File: src/rtl/core/sha2_pkg.sv
// Package for the SHA-224/SHA-256 hasher: round constants, initial values,
// a rotate function and the controller-to-datapath command and status types.
`default_nettype none
package sha2_pkg;

    typedef enum logic [2:0] {
        CMD_NONE,
        CMD_PUT_BYTE,
        CMD_PUT_LEN,
        CMD_START,
        CMD_ROUND,
        CMD_FINISH,
        CMD_LOAD_IV
    } dp_op_t;

    typedef struct packed {
        dp_op_t     op;
        logic [7:0] byte_val;
        logic       count_byte;
        logic [5:0] round_idx;
    } dp_cmd_t;

    typedef struct packed {
        logic [5:0] pos;
    } dp_status_t;

    function automatic logic [31:0] round_k(input logic [5:0] idx);
        logic [31:0] k;
        case (idx)
            6'd0: k = 32'h428a2f98; 6'd1: k = 32'h71374491;
            6'd2: k = 32'hb5c0fbcf; 6'd3: k = 32'he9b5dba5;
            6'd4: k = 32'h3956c25b; 6'd5: k = 32'h59f111f1;
            6'd6: k = 32'h923f82a4; 6'd7: k = 32'hab1c5ed5;
            6'd8: k = 32'hd807aa98; 6'd9: k = 32'h12835b01;
            6'd10: k = 32'h243185be; 6'd11: k = 32'h550c7dc3;
            6'd12: k = 32'h72be5d74; 6'd13: k = 32'h80deb1fe;
            6'd14: k = 32'h9bdc06a7; 6'd15: k = 32'hc19bf174;
            6'd16: k = 32'he49b69c1; 6'd17: k = 32'hefbe4786;
            6'd18: k = 32'h0fc19dc6; 6'd19: k = 32'h240ca1cc;
            6'd20: k = 32'h2de92c6f; 6'd21: k = 32'h4a7484aa;
            6'd22: k = 32'h5cb0a9dc; 6'd23: k = 32'h76f988da;
            6'd24: k = 32'h983e5152; 6'd25: k = 32'ha831c66d;
            6'd26: k = 32'hb00327c8; 6'd27: k = 32'hbf597fc7;
            6'd28: k = 32'hc6e00bf3; 6'd29: k = 32'hd5a79147;
            6'd30: k = 32'h06ca6351; 6'd31: k = 32'h14292967;
            6'd32: k = 32'h27b70a85; 6'd33: k = 32'h2e1b2138;
            6'd34: k = 32'h4d2c6dfc; 6'd35: k = 32'h53380d13;
            6'd36: k = 32'h650a7354; 6'd37: k = 32'h766a0abb;
            6'd38: k = 32'h81c2c92e; 6'd39: k = 32'h92722c85;
            6'd40: k = 32'ha2bfe8a1; 6'd41: k = 32'ha81a664b;
            6'd42: k = 32'hc24b8b70; 6'd43: k = 32'hc76c51a3;
            6'd44: k = 32'hd192e819; 6'd45: k = 32'hd6990624;
            6'd46: k = 32'hf40e3585; 6'd47: k = 32'h106aa070;
            6'd48: k = 32'h19a4c116; 6'd49: k = 32'h1e376c08;
            6'd50: k = 32'h2748774c; 6'd51: k = 32'h34b0bcb5;
            6'd52: k = 32'h391c0cb3; 6'd53: k = 32'h4ed8aa4a;
            6'd54: k = 32'h5b9cca4f; 6'd55: k = 32'h682e6ff3;
            6'd56: k = 32'h748f82ee; 6'd57: k = 32'h78a5636f;
            6'd58: k = 32'h84c87814; 6'd59: k = 32'h8cc70208;
            6'd60: k = 32'h90befffa; 6'd61: k = 32'ha4506ceb;
            6'd62: k = 32'hbef9a3f7; 6'd63: k = 32'hc67178f2;
            default: k = 32'h0;
        endcase
        return k;
    endfunction

    function automatic logic [31:0] init_value(input logic mode, input logic [2:0] idx);
        logic [31:0] v;
        case ({mode, idx})
            4'd0: v = 32'h6a09e667; 4'd1: v = 32'hbb67ae85;
            4'd2: v = 32'h3c6ef372; 4'd3: v = 32'ha54ff53a;
            4'd4: v = 32'h510e527f; 4'd5: v = 32'h9b05688c;
            4'd6: v = 32'h1f83d9ab; 4'd7: v = 32'h5be0cd19;
            4'd8: v = 32'hc1059ed8; 4'd9: v = 32'h367cd507;
            4'd10: v = 32'h3070dd17; 4'd11: v = 32'hf70e5939;
            4'd12: v = 32'hffc00b31; 4'd13: v = 32'h68581511;
            4'd14: v = 32'h64f98fa7; 4'd15: v = 32'hbefa4fa4;
            default: v = 32'h0;
        endcase
        return v;
    endfunction

    function automatic logic [31:0] ror32(input logic [31:0] v, input int unsigned s);
        return (v >> s) | (v << (32 - s));
    endfunction

endpackage
`default_nettype wire

File: src/rtl/core/sha2_datapath.sv
// Datapath of the SHA-224/SHA-256 hasher: block buffer, message schedule,
// round registers, chaining value and bit counter. Depends on sha2_pkg.
`default_nettype none
module sha2_datapath
    import sha2_pkg::*;
(
    input  wire logic        clk,
    input  wire logic        rst_n,
    input  wire logic        mode,
    input  wire dp_cmd_t     cmd,
    output      dp_status_t  status,
    input  wire logic [2:0]  out_idx,
    output      logic [31:0] out_word
);

    logic [31:0] w_reg [16];
    logic [31:0] v_reg [8];
    logic [31:0] h_reg [8];
    logic [63:0] bit_count_reg;
    logic [5:0]  pos_reg;

    logic [5:0]  pos;
    logic [3:0]  wsel;
    logic [4:0]  shamt;
    logic [31:0] ins;
    logic [31:0] s0, s1, w_new, t1, t2;
    logic [31:0] a, b, c, e, f, g;

    // Block position advances on message and padding bytes alike.
    assign pos = pos_reg;
    assign status.pos = pos;
    assign wsel = pos[5:2];
    assign shamt = 5'(5'd24 - {pos[1:0], 3'b000});
    assign ins = {24'h0, cmd.byte_val} << shamt;
    assign out_word = h_reg[out_idx];

    // Schedule runs as a 16-word sliding window; w_reg[0] is this round's word.
    assign s0 = ror32(w_reg[1], 7) ^ ror32(w_reg[1], 18) ^ (w_reg[1] >> 3);
    assign s1 = ror32(w_reg[14], 17) ^ ror32(w_reg[14], 19) ^ (w_reg[14] >> 10);
    assign w_new = w_reg[0] + s0 + w_reg[9] + s1;

    assign a = v_reg[0]; assign b = v_reg[1]; assign c = v_reg[2];
    assign e = v_reg[4]; assign f = v_reg[5]; assign g = v_reg[6];
    assign t1 = v_reg[7] + (ror32(e, 6) ^ ror32(e, 11) ^ ror32(e, 25))
              + ((e & f) ^ (~e & g)) + round_k(cmd.round_idx) + w_reg[0];
    assign t2 = (ror32(a, 2) ^ ror32(a, 13) ^ ror32(a, 22)) + ((a & b) ^ (a & c) ^ (b & c));

    // Block buffer, schedule window and round variables.
    always_ff @(posedge clk)
    begin
        case (cmd.op)
            CMD_PUT_BYTE:
            begin
                if (pos[1:0] == 2'd0)
                    w_reg[wsel] <= ins;
                else
                    w_reg[wsel] <= w_reg[wsel] | ins;
            end
            CMD_PUT_LEN:
            begin
                w_reg[14] <= bit_count_reg[63:32];
                w_reg[15] <= bit_count_reg[31:0];
            end
            CMD_START:
            begin
                for (int i = 0; i < 8; i++)
                    v_reg[i] <= h_reg[i];
            end
            CMD_ROUND:
            begin
                for (int i = 0; i < 15; i++)
                    w_reg[i] <= w_reg[i + 1];
                w_reg[15] <= w_new;
                v_reg[7] <= g; v_reg[6] <= f; v_reg[5] <= e;
                v_reg[4] <= v_reg[3] + t1;
                v_reg[3] <= c; v_reg[2] <= b; v_reg[1] <= a;
                v_reg[0] <= t1 + t2;
            end
            default:
            begin
            end
        endcase
    end

    // Chaining value, bit counter and block position.
    always_ff @(posedge clk or negedge rst_n)
    begin
        if (!rst_n)
        begin
            for (int i = 0; i < 8; i++)
                h_reg[i] <= init_value(1'b0, 3'(i));
            bit_count_reg <= '0;
            pos_reg <= '0;
        end
        else
        begin
            case (cmd.op)
                CMD_PUT_BYTE:
                begin
                    pos_reg <= pos_reg + 6'd1;
                    if (cmd.count_byte)
                        bit_count_reg <= bit_count_reg + 64'd8;
                end
                CMD_PUT_LEN:
                begin
                    pos_reg <= '0;
                end
                CMD_FINISH:
                begin
                    for (int i = 0; i < 8; i++)
                        h_reg[i] <= h_reg[i] + v_reg[i];
                end
                CMD_LOAD_IV:
                begin
                    for (int i = 0; i < 8; i++)
                        h_reg[i] <= init_value(mode, 3'(i));
                    bit_count_reg <= '0;
                    pos_reg <= '0;
                end
                default:
                begin
                end
            endcase
        end
    end

endmodule
`default_nettype wire

File: src/rtl/core/sha2_ctrl.sv
// Controller of the SHA-224/SHA-256 hasher: input handshake, padding sequence,
// round counting and digest output. Depends on sha2_pkg.
`default_nettype none
module sha2_ctrl
    import sha2_pkg::*;
(
    input  wire logic       clk,
    input  wire logic       rst_n,
    input  wire logic       mode,
    input  wire logic       cfg_write,
    input  wire logic       in_valid,
    output      logic       in_ready,
    input  wire logic       in_has,
    input  wire logic [7:0] in_byte,
    input  wire logic       in_last,
    output      logic       out_valid,
    input  wire logic       out_ready,
    output      logic [2:0] out_idx,
    output      logic       out_last,
    output      dp_cmd_t    cmd,
    input  wire dp_status_t status
);

    typedef enum logic [2:0] {
        S_IDLE,
        S_PAD,
        S_START,
        S_ROUND,
        S_FIN,
        S_OUT
    } state_t;

    state_t     state_reg, state_next;
    logic [5:0] rnd_reg, rnd_next;
    logic [2:0] idx_reg, idx_next;
    logic       fin_reg, fin_next;
    logic       pad80_reg, pad80_next;
    logic       mode_reg, mode_next;
    logic       last_block_reg, last_block_next;
    logic       full;

    assign in_ready = (state_reg == S_IDLE) && !cfg_write;
    assign out_valid = (state_reg == S_OUT);
    assign out_idx = idx_reg;
    assign out_last = mode_reg ? (idx_reg == 3'd6) : (idx_reg == 3'd7);
    assign full = (status.pos == 6'd63);

    // Next state and datapath commands.
    always_comb
    begin
        state_next = state_reg;
        rnd_next = rnd_reg;
        idx_next = idx_reg;
        fin_next = fin_reg;
        pad80_next = pad80_reg;
        mode_next = mode_reg;
        last_block_next = last_block_reg;
        cmd = '{op: CMD_NONE, byte_val: 8'h00, count_byte: 1'b0, round_idx: rnd_reg};
        case (state_reg)
            S_IDLE:
            begin
                if (cfg_write)
                    cmd.op = CMD_LOAD_IV;
                else if (in_valid)
                begin
                    fin_next = in_last;
                    pad80_next = 1'b1;
                    if (in_has)
                    begin
                        cmd.op = CMD_PUT_BYTE;
                        cmd.byte_val = in_byte;
                        cmd.count_byte = 1'b1;
                        if (full)
                            state_next = S_START;
                        else if (in_last)
                            state_next = S_PAD;
                    end
                    else if (in_last)
                        state_next = S_PAD;
                end
            end
            S_PAD:
            begin
                // The 0x80 marker, zeros up to byte 56, then the bit length.
                if (!pad80_reg && status.pos == 6'd56)
                begin
                    cmd.op = CMD_PUT_LEN;
                    fin_next = 1'b0;
                    last_block_next = 1'b1;
                    state_next = S_START;
                end
                else
                begin
                    cmd.op = CMD_PUT_BYTE;
                    cmd.byte_val = pad80_reg ? 8'h80 : 8'h00;
                    pad80_next = 1'b0;
                    if (full)
                        state_next = S_START;
                end
            end
            S_START:
            begin
                // Copy the chaining value into the round registers.
                cmd.op = CMD_START;
                rnd_next = 6'd0;
                state_next = S_ROUND;
            end
            S_ROUND:
            begin
                cmd.op = CMD_ROUND;
                rnd_next = rnd_reg + 6'd1;
                if (rnd_reg == 6'd63)
                    state_next = S_FIN;
            end
            S_FIN:
            begin
                cmd.op = CMD_FINISH;
                if (fin_reg)
                    state_next = S_PAD;
                else if (last_block_reg)
                begin
                    state_next = S_OUT;
                    idx_next = 3'd0;
                    mode_next = mode;
                end
                else
                    state_next = S_IDLE;
            end
            S_OUT:
            begin
                if (out_ready)
                begin
                    idx_next = idx_reg + 3'd1;
                    if (out_last)
                    begin
                        cmd.op = CMD_LOAD_IV;
                        last_block_next = 1'b0;
                        state_next = S_IDLE;
                    end
                end
            end
            default:
            begin
                state_next = S_IDLE;
            end
        endcase
    end

    always_ff @(posedge clk or negedge rst_n)
    begin
        if (!rst_n)
        begin
            state_reg <= S_IDLE;
            rnd_reg <= '0;
            idx_reg <= '0;
            fin_reg <= 1'b0;
            pad80_reg <= 1'b0;
            mode_reg <= 1'b0;
            last_block_reg <= 1'b0;
        end
        else
        begin
            state_reg <= state_next;
            rnd_reg <= rnd_next;
            idx_reg <= idx_next;
            fin_reg <= fin_next;
            pad80_reg <= pad80_next;
            mode_reg <= mode_next;
            last_block_reg <= last_block_next;
        end
    end

`ifndef SYNTH
    a_out_only_in_out: assert property (@(posedge clk) disable iff (!rst_n)
        out_valid |-> !in_ready)
        else $error("output valid while input ready");
    a_idx_range: assert property (@(posedge clk) disable iff (!rst_n)
        out_valid |-> (idx_reg <= 3'd7))
        else $error("digest index out of range");
    a_round_done: assert property (@(posedge clk) disable iff (!rst_n)
        (state_reg == S_ROUND && rnd_reg == 6'd63) |=> state_reg == S_FIN)
        else $error("round count did not end compression");
`endif

endmodule
`default_nettype wire

File: src/rtl/core/sha224_sha256_hash.sv
// SHA-224/SHA-256 hasher, one message byte per input word, digest words out.
// A full 64-byte block holds the input while it is compressed: the round
// registers are loaded, 64 rounds run at one per cycle on a single compression
// unit and the result is folded into the chaining value. The final item adds
// padding at one byte per cycle up to byte 56, then the bit length, one or two
// such compressions and the digest words at one per accepted output cycle.
// Depends on sha2_pkg, sha2_ctrl and sha2_datapath.
`default_nettype none
module sha224_sha256_hash
    import sha2_pkg::*;
(
    input  wire logic        clk,
    input  wire logic        rst_n,
    input  wire logic        psel,
    input  wire logic        penable,
    input  wire logic        pwrite,
    input  wire logic [1:0]  paddr,
    input  wire logic [31:0] pwdata,
    output      logic [31:0] prdata,
    output      logic        pready,
    input  wire logic        s_tvalid,
    output      logic        s_tready,
    input  wire logic [7:0]  s_tdata,   // message_byte
    input  wire logic        s_tuser,   // has_byte
    input  wire logic        s_tlast,   // end_of_message
    output      logic        m_tvalid,
    input  wire logic        m_tready,
    output      logic [39:0] m_tdata,   // digest_word, word_index, zero fill
    output      logic        m_tlast    // last_word
);

    logic       mode_reg;
    logic       cfg_write;
    logic [2:0] out_idx;
    dp_cmd_t    cmd;
    dp_status_t status;
    logic [31:0] out_word;

    assign pready = 1'b1;
    assign cfg_write = psel && penable && pwrite && (paddr == 2'd0);
    assign prdata = (paddr == 2'd0) ? {31'h0, mode_reg} : 32'h0;
    assign m_tdata = {5'h0, out_idx, out_word};

    always_ff @(posedge clk or negedge rst_n)
    begin
        if (!rst_n)
            mode_reg <= 1'b0;
        else if (cfg_write)
            mode_reg <= pwdata[0];
    end

    sha2_ctrl u_ctrl (
        .clk(clk), .rst_n(rst_n), .mode(mode_reg), .cfg_write(cfg_write),
        .in_valid(s_tvalid), .in_ready(s_tready), .in_has(s_tuser),
        .in_byte(s_tdata), .in_last(s_tlast), .out_valid(m_tvalid),
        .out_ready(m_tready), .out_idx(out_idx), .out_last(m_tlast),
        .cmd(cmd), .status(status)
    );

    sha2_datapath u_dp (
        .clk(clk), .rst_n(rst_n), .mode(cfg_write ? pwdata[0] : mode_reg),
        .cmd(cmd), .status(status), .out_idx(out_idx), .out_word(out_word)
    );

endmodule
`default_nettype wire
File: config.mk
export PLATFORM = sky130hd
export DESIGN_NAME = sha224_sha256_hash
export DESIGN_NICKNAME = d
export VERILOG_FILES = /design/src/rtl/core/sha2_pkg.sv /design/src/rtl/core/sha2_datapath.sv /design/src/rtl/core/sha2_ctrl.sv /design/src/rtl/core/sha224_sha256_hash.sv
export SDC_FILE = /design/constraint.sdc
export NUM_CORES = 2
export LEC_CHECK = 0
export ABC_AREA = 1
export BUFFER_PORTS_ARGS = -buffer_cell sky130_fd_sc_hd__buf_4
export CORE_MARGIN = 3
export CORE_UTILIZATION = 25
export DETAILED_ROUTE_END_ITERATION = 10
export PLACE_DENSITY = 0.49
export SKIP_CTS_REPAIR_TIMING = 1
export SYNTH_ARGS = -nofsm -noshare
export SYNTH_HDL_FRONTEND = slang
export SYNTH_SLANG_ARGS = --single-unit
File: constraint.sdc
create_clock -name clk -period 12.95 [get_ports clk]
set_input_delay 2.59 -clock clk [delete_from_list [all_inputs] [get_ports clk]]
set_output_delay 2.59 -clock clk [all_outputs]
set_load 0.03 [all_outputs]
==> out/results.tsv <==
stage	metric	value	unit
grt	grt_overflow_total	0	
cts	cts.path.max_buffers	4	
sta	setup_tns	0	ps
synth	yosys_register_bits	1108	
synth	yosys_warnings	0	
worst_setup_path	critical-path-slowest-cell	xor2_1	
cts	clock_sinks	1108	
cts	root_buffer	clkbuf_16	
synth	synth_edf_count	768	
placed_design	dp_hpwl	283000	microns
cts	clkLatencyLatePin	840	ps
worst_setup_path	worst_setup_path_start_kind	flop	
sta	period_share	0.798	
floorplanning	io_pins	127	
synth	synth_top_area_cell	edfxtp_1	
synth	ys_async_sr_fraction	0.307	
floorplanning	start_util	0.251	
layout	final_cell_mix	nand2_1, inv_1, o21ai_0	
sta	maxSlewHeadroom	0.183	
floorplanning	die-width	585	microns
worst_setup_path	criticalPathCategory	flop to flop	
drt	ant_nets	0	
floorplanning	die_h	585	microns
worst_setup_path	worst_path_most_repeated_cell	nand2_1	
placed_design	io_buffers	58	
run_status	status	finished clean	
grt	grt_antenna_before_repair	16	
synth	ys.flop_type	edfxtp_1	
layout	mostFrequentLayoutCell	nand2_1	
layout	final_area	93400	sq um
drt	post-route-drc-count	0	
placed_design	gp_congestion	0.997	
layout	nets	11300	
sta	rsz0062_at_grt	false	
layout	fill_cells	36400	
synth	synth_area_leaders	edfxtp_1, o21ai_0, nand2_1, inv_1, dfrtp_1	
worst_setup_path	cp.arrival	10890	ps
layout	largest_reg_flops	512	
layout	regArea	31700	sq um
layout	drive_above_1_share	0.0587	
floorplanning	placement_rows	212	
cts	cts_buffers	145	
drt	firstDrtPassIters	8	
drt	num_vias	77500	
synth	synth.distinct_cells	66	
sta	final-setup-viol-count	0	
drt	viasPerCell	5.13	
sta	worst_clock_skew	62.2	ps
worst_setup_path	end_kind	flop	
placed_design	dpl-instance-area	88900	sq um
synth	avgSynthCellArea	7.79	sq um
grt	grt_pass1_vias	74000	
grt	grt_use_total	0.211	
drt	first_iter_violations	8298	
sta	holdWs	482	ps
layout	syn2layout_area_growth	11.4	%
synth	synth_top_area_frac	0.275	
drt	wl	373000	microns
sta	finalHoldViolCount	0	
hold_path	hp-class	flop to flop	
drt	wire_per_inst	24.7	microns
worst_setup_path	path_max_fanout	13	
synth	syn-cell-area	83800	sq um
flow_run	cap_violations	0	
sta	max_freq	96.7	MHz
cts	cts_tree	built	
floorplanning	dieArea	342000	sq um
cts	path_clk_slew	60	ps
worst_setup_path	max_stage_delay	750	ps
cts	htreeDepth	4	
sta	slew_viol_final	0	
sta	tightest_slew	1230	ps
grt	grt_pass1_wl	534000	microns
synth	postSynthCellCount	10800	
sta	finalCriticalPeriod	10340	ps
grt	grt_max_degree	209	
floorplanning	coreArea	334000	sq um
synth	ys_seq_area_frac	0.379	
worst_setup_path	required	13500	ps
layout	multiInputGateArea	44100	sq um
## critical path, delay by kind of cell (launching register included)
kind | cells | cell delay (ps)
adder cells (fa/ha/maj) | 8 | 3710
flip-flops | 1 | 320
AND/OR/NAND/NOR | 11 | 1750
XOR/XNOR | 1 | 750
AO/OA/AOI/OAI | 9 | 2400
buffers and inverters | 6 | 1130
## Yosys cell counts (129+ instances only)
master / number
a21oi_1: 752
edfxtp_1: 768
xnor2_1: 182
dfstp_2: 136
ha_1: 397
o22ai_1: 290
nand2_1: 1882
clkbuf_1: 326
nand3_1: 367
dfrtp_1: 204
nor2_1: 746
nand4_1: 129
o21ai_0: 1589
inv_1: 1626
fa_1: 195
xor2_1: 243
## final timing paths
| check | depth (start not counted) | slack (ps) | end | from |
|---|---|---|---|---|
| max in group asynchronous | 2 | 9780 | u_dp.h_reg[160] | rst_n |
| min reg2reg | 2 | 480 | u_ctrl.pad80_reg | u_ctrl.pad80_reg |
| min in group asynchronous | 1 | 1790 | u_dp.h_reg[90] | rst_n |
| max reg2reg | 35 | 2610 | u_dp.v_reg[0][23] | u_ctrl.rnd_reg[0] |
| max | 35 | 2610 | u_dp.v_reg[0][23] | u_ctrl.rnd_reg[0] |
| min | 2 | 480 | u_ctrl.pad80_reg | u_ctrl.pad80_reg |
## logic make-up (layout without fill, tap and decap cells)
group / Yosys count / after routing / share of synthesized area
adder cells (fa/ha/maj): 600 / 600 / 0.107
AND/OR/NAND/NOR: 3338 / 3338 / 0.164
AO/OA/AOI/OAI: 3136 / 3136 / 0.206
flip-flops: 1108 / 1108 / 0.379
buffers and inverters: 2148 / 2070 / 0.100
XOR/XNOR: 425 / 425 / 0.0444
other: 2 / 40 / 0.0000896
## metrics by stage
stage           util  std cells  worst slack (ps)
4_1_cts        0.280      15100              2860
3_5_place_dp   0.266      14900              2930
5_1_grt        0.280      15100              2250
3_3_place_gp   0.266      14900              2930
6_report       0.280      15100              2610
2_1_floorplan      -      10800              5540
## final cells by class
| type | count | area share |
|---|---|---|
| Clock buffer | 193 | 0.0428 |
| Antenna cell | 3 | 0.0000804 |
| Inverter | 1650 | 0.0666 |
| Clock inverter | 55 | 0.00556 |
| Tap cell | 4387 | 0.0588 |
| Multi-Input combinational cell | 7536 | 0.472 |
| Timing Repair Buffer | 172 | 0.0143 |
| Sequential cell | 1108 | 0.340 |
## per-layer routing
metal,vias up,GRT usage,routed length (microns)
li1,36000,-,-
met1,38000,0.290,165000
met2,2987,0.336,167000
met3,530,0.0297,25500
met4,6,0.0772,15200
met5,-,0,40
Power is left out: the tool's default activity adds up to more than one toggle a clock period on the data nets, which glitch-free logic cannot reach.
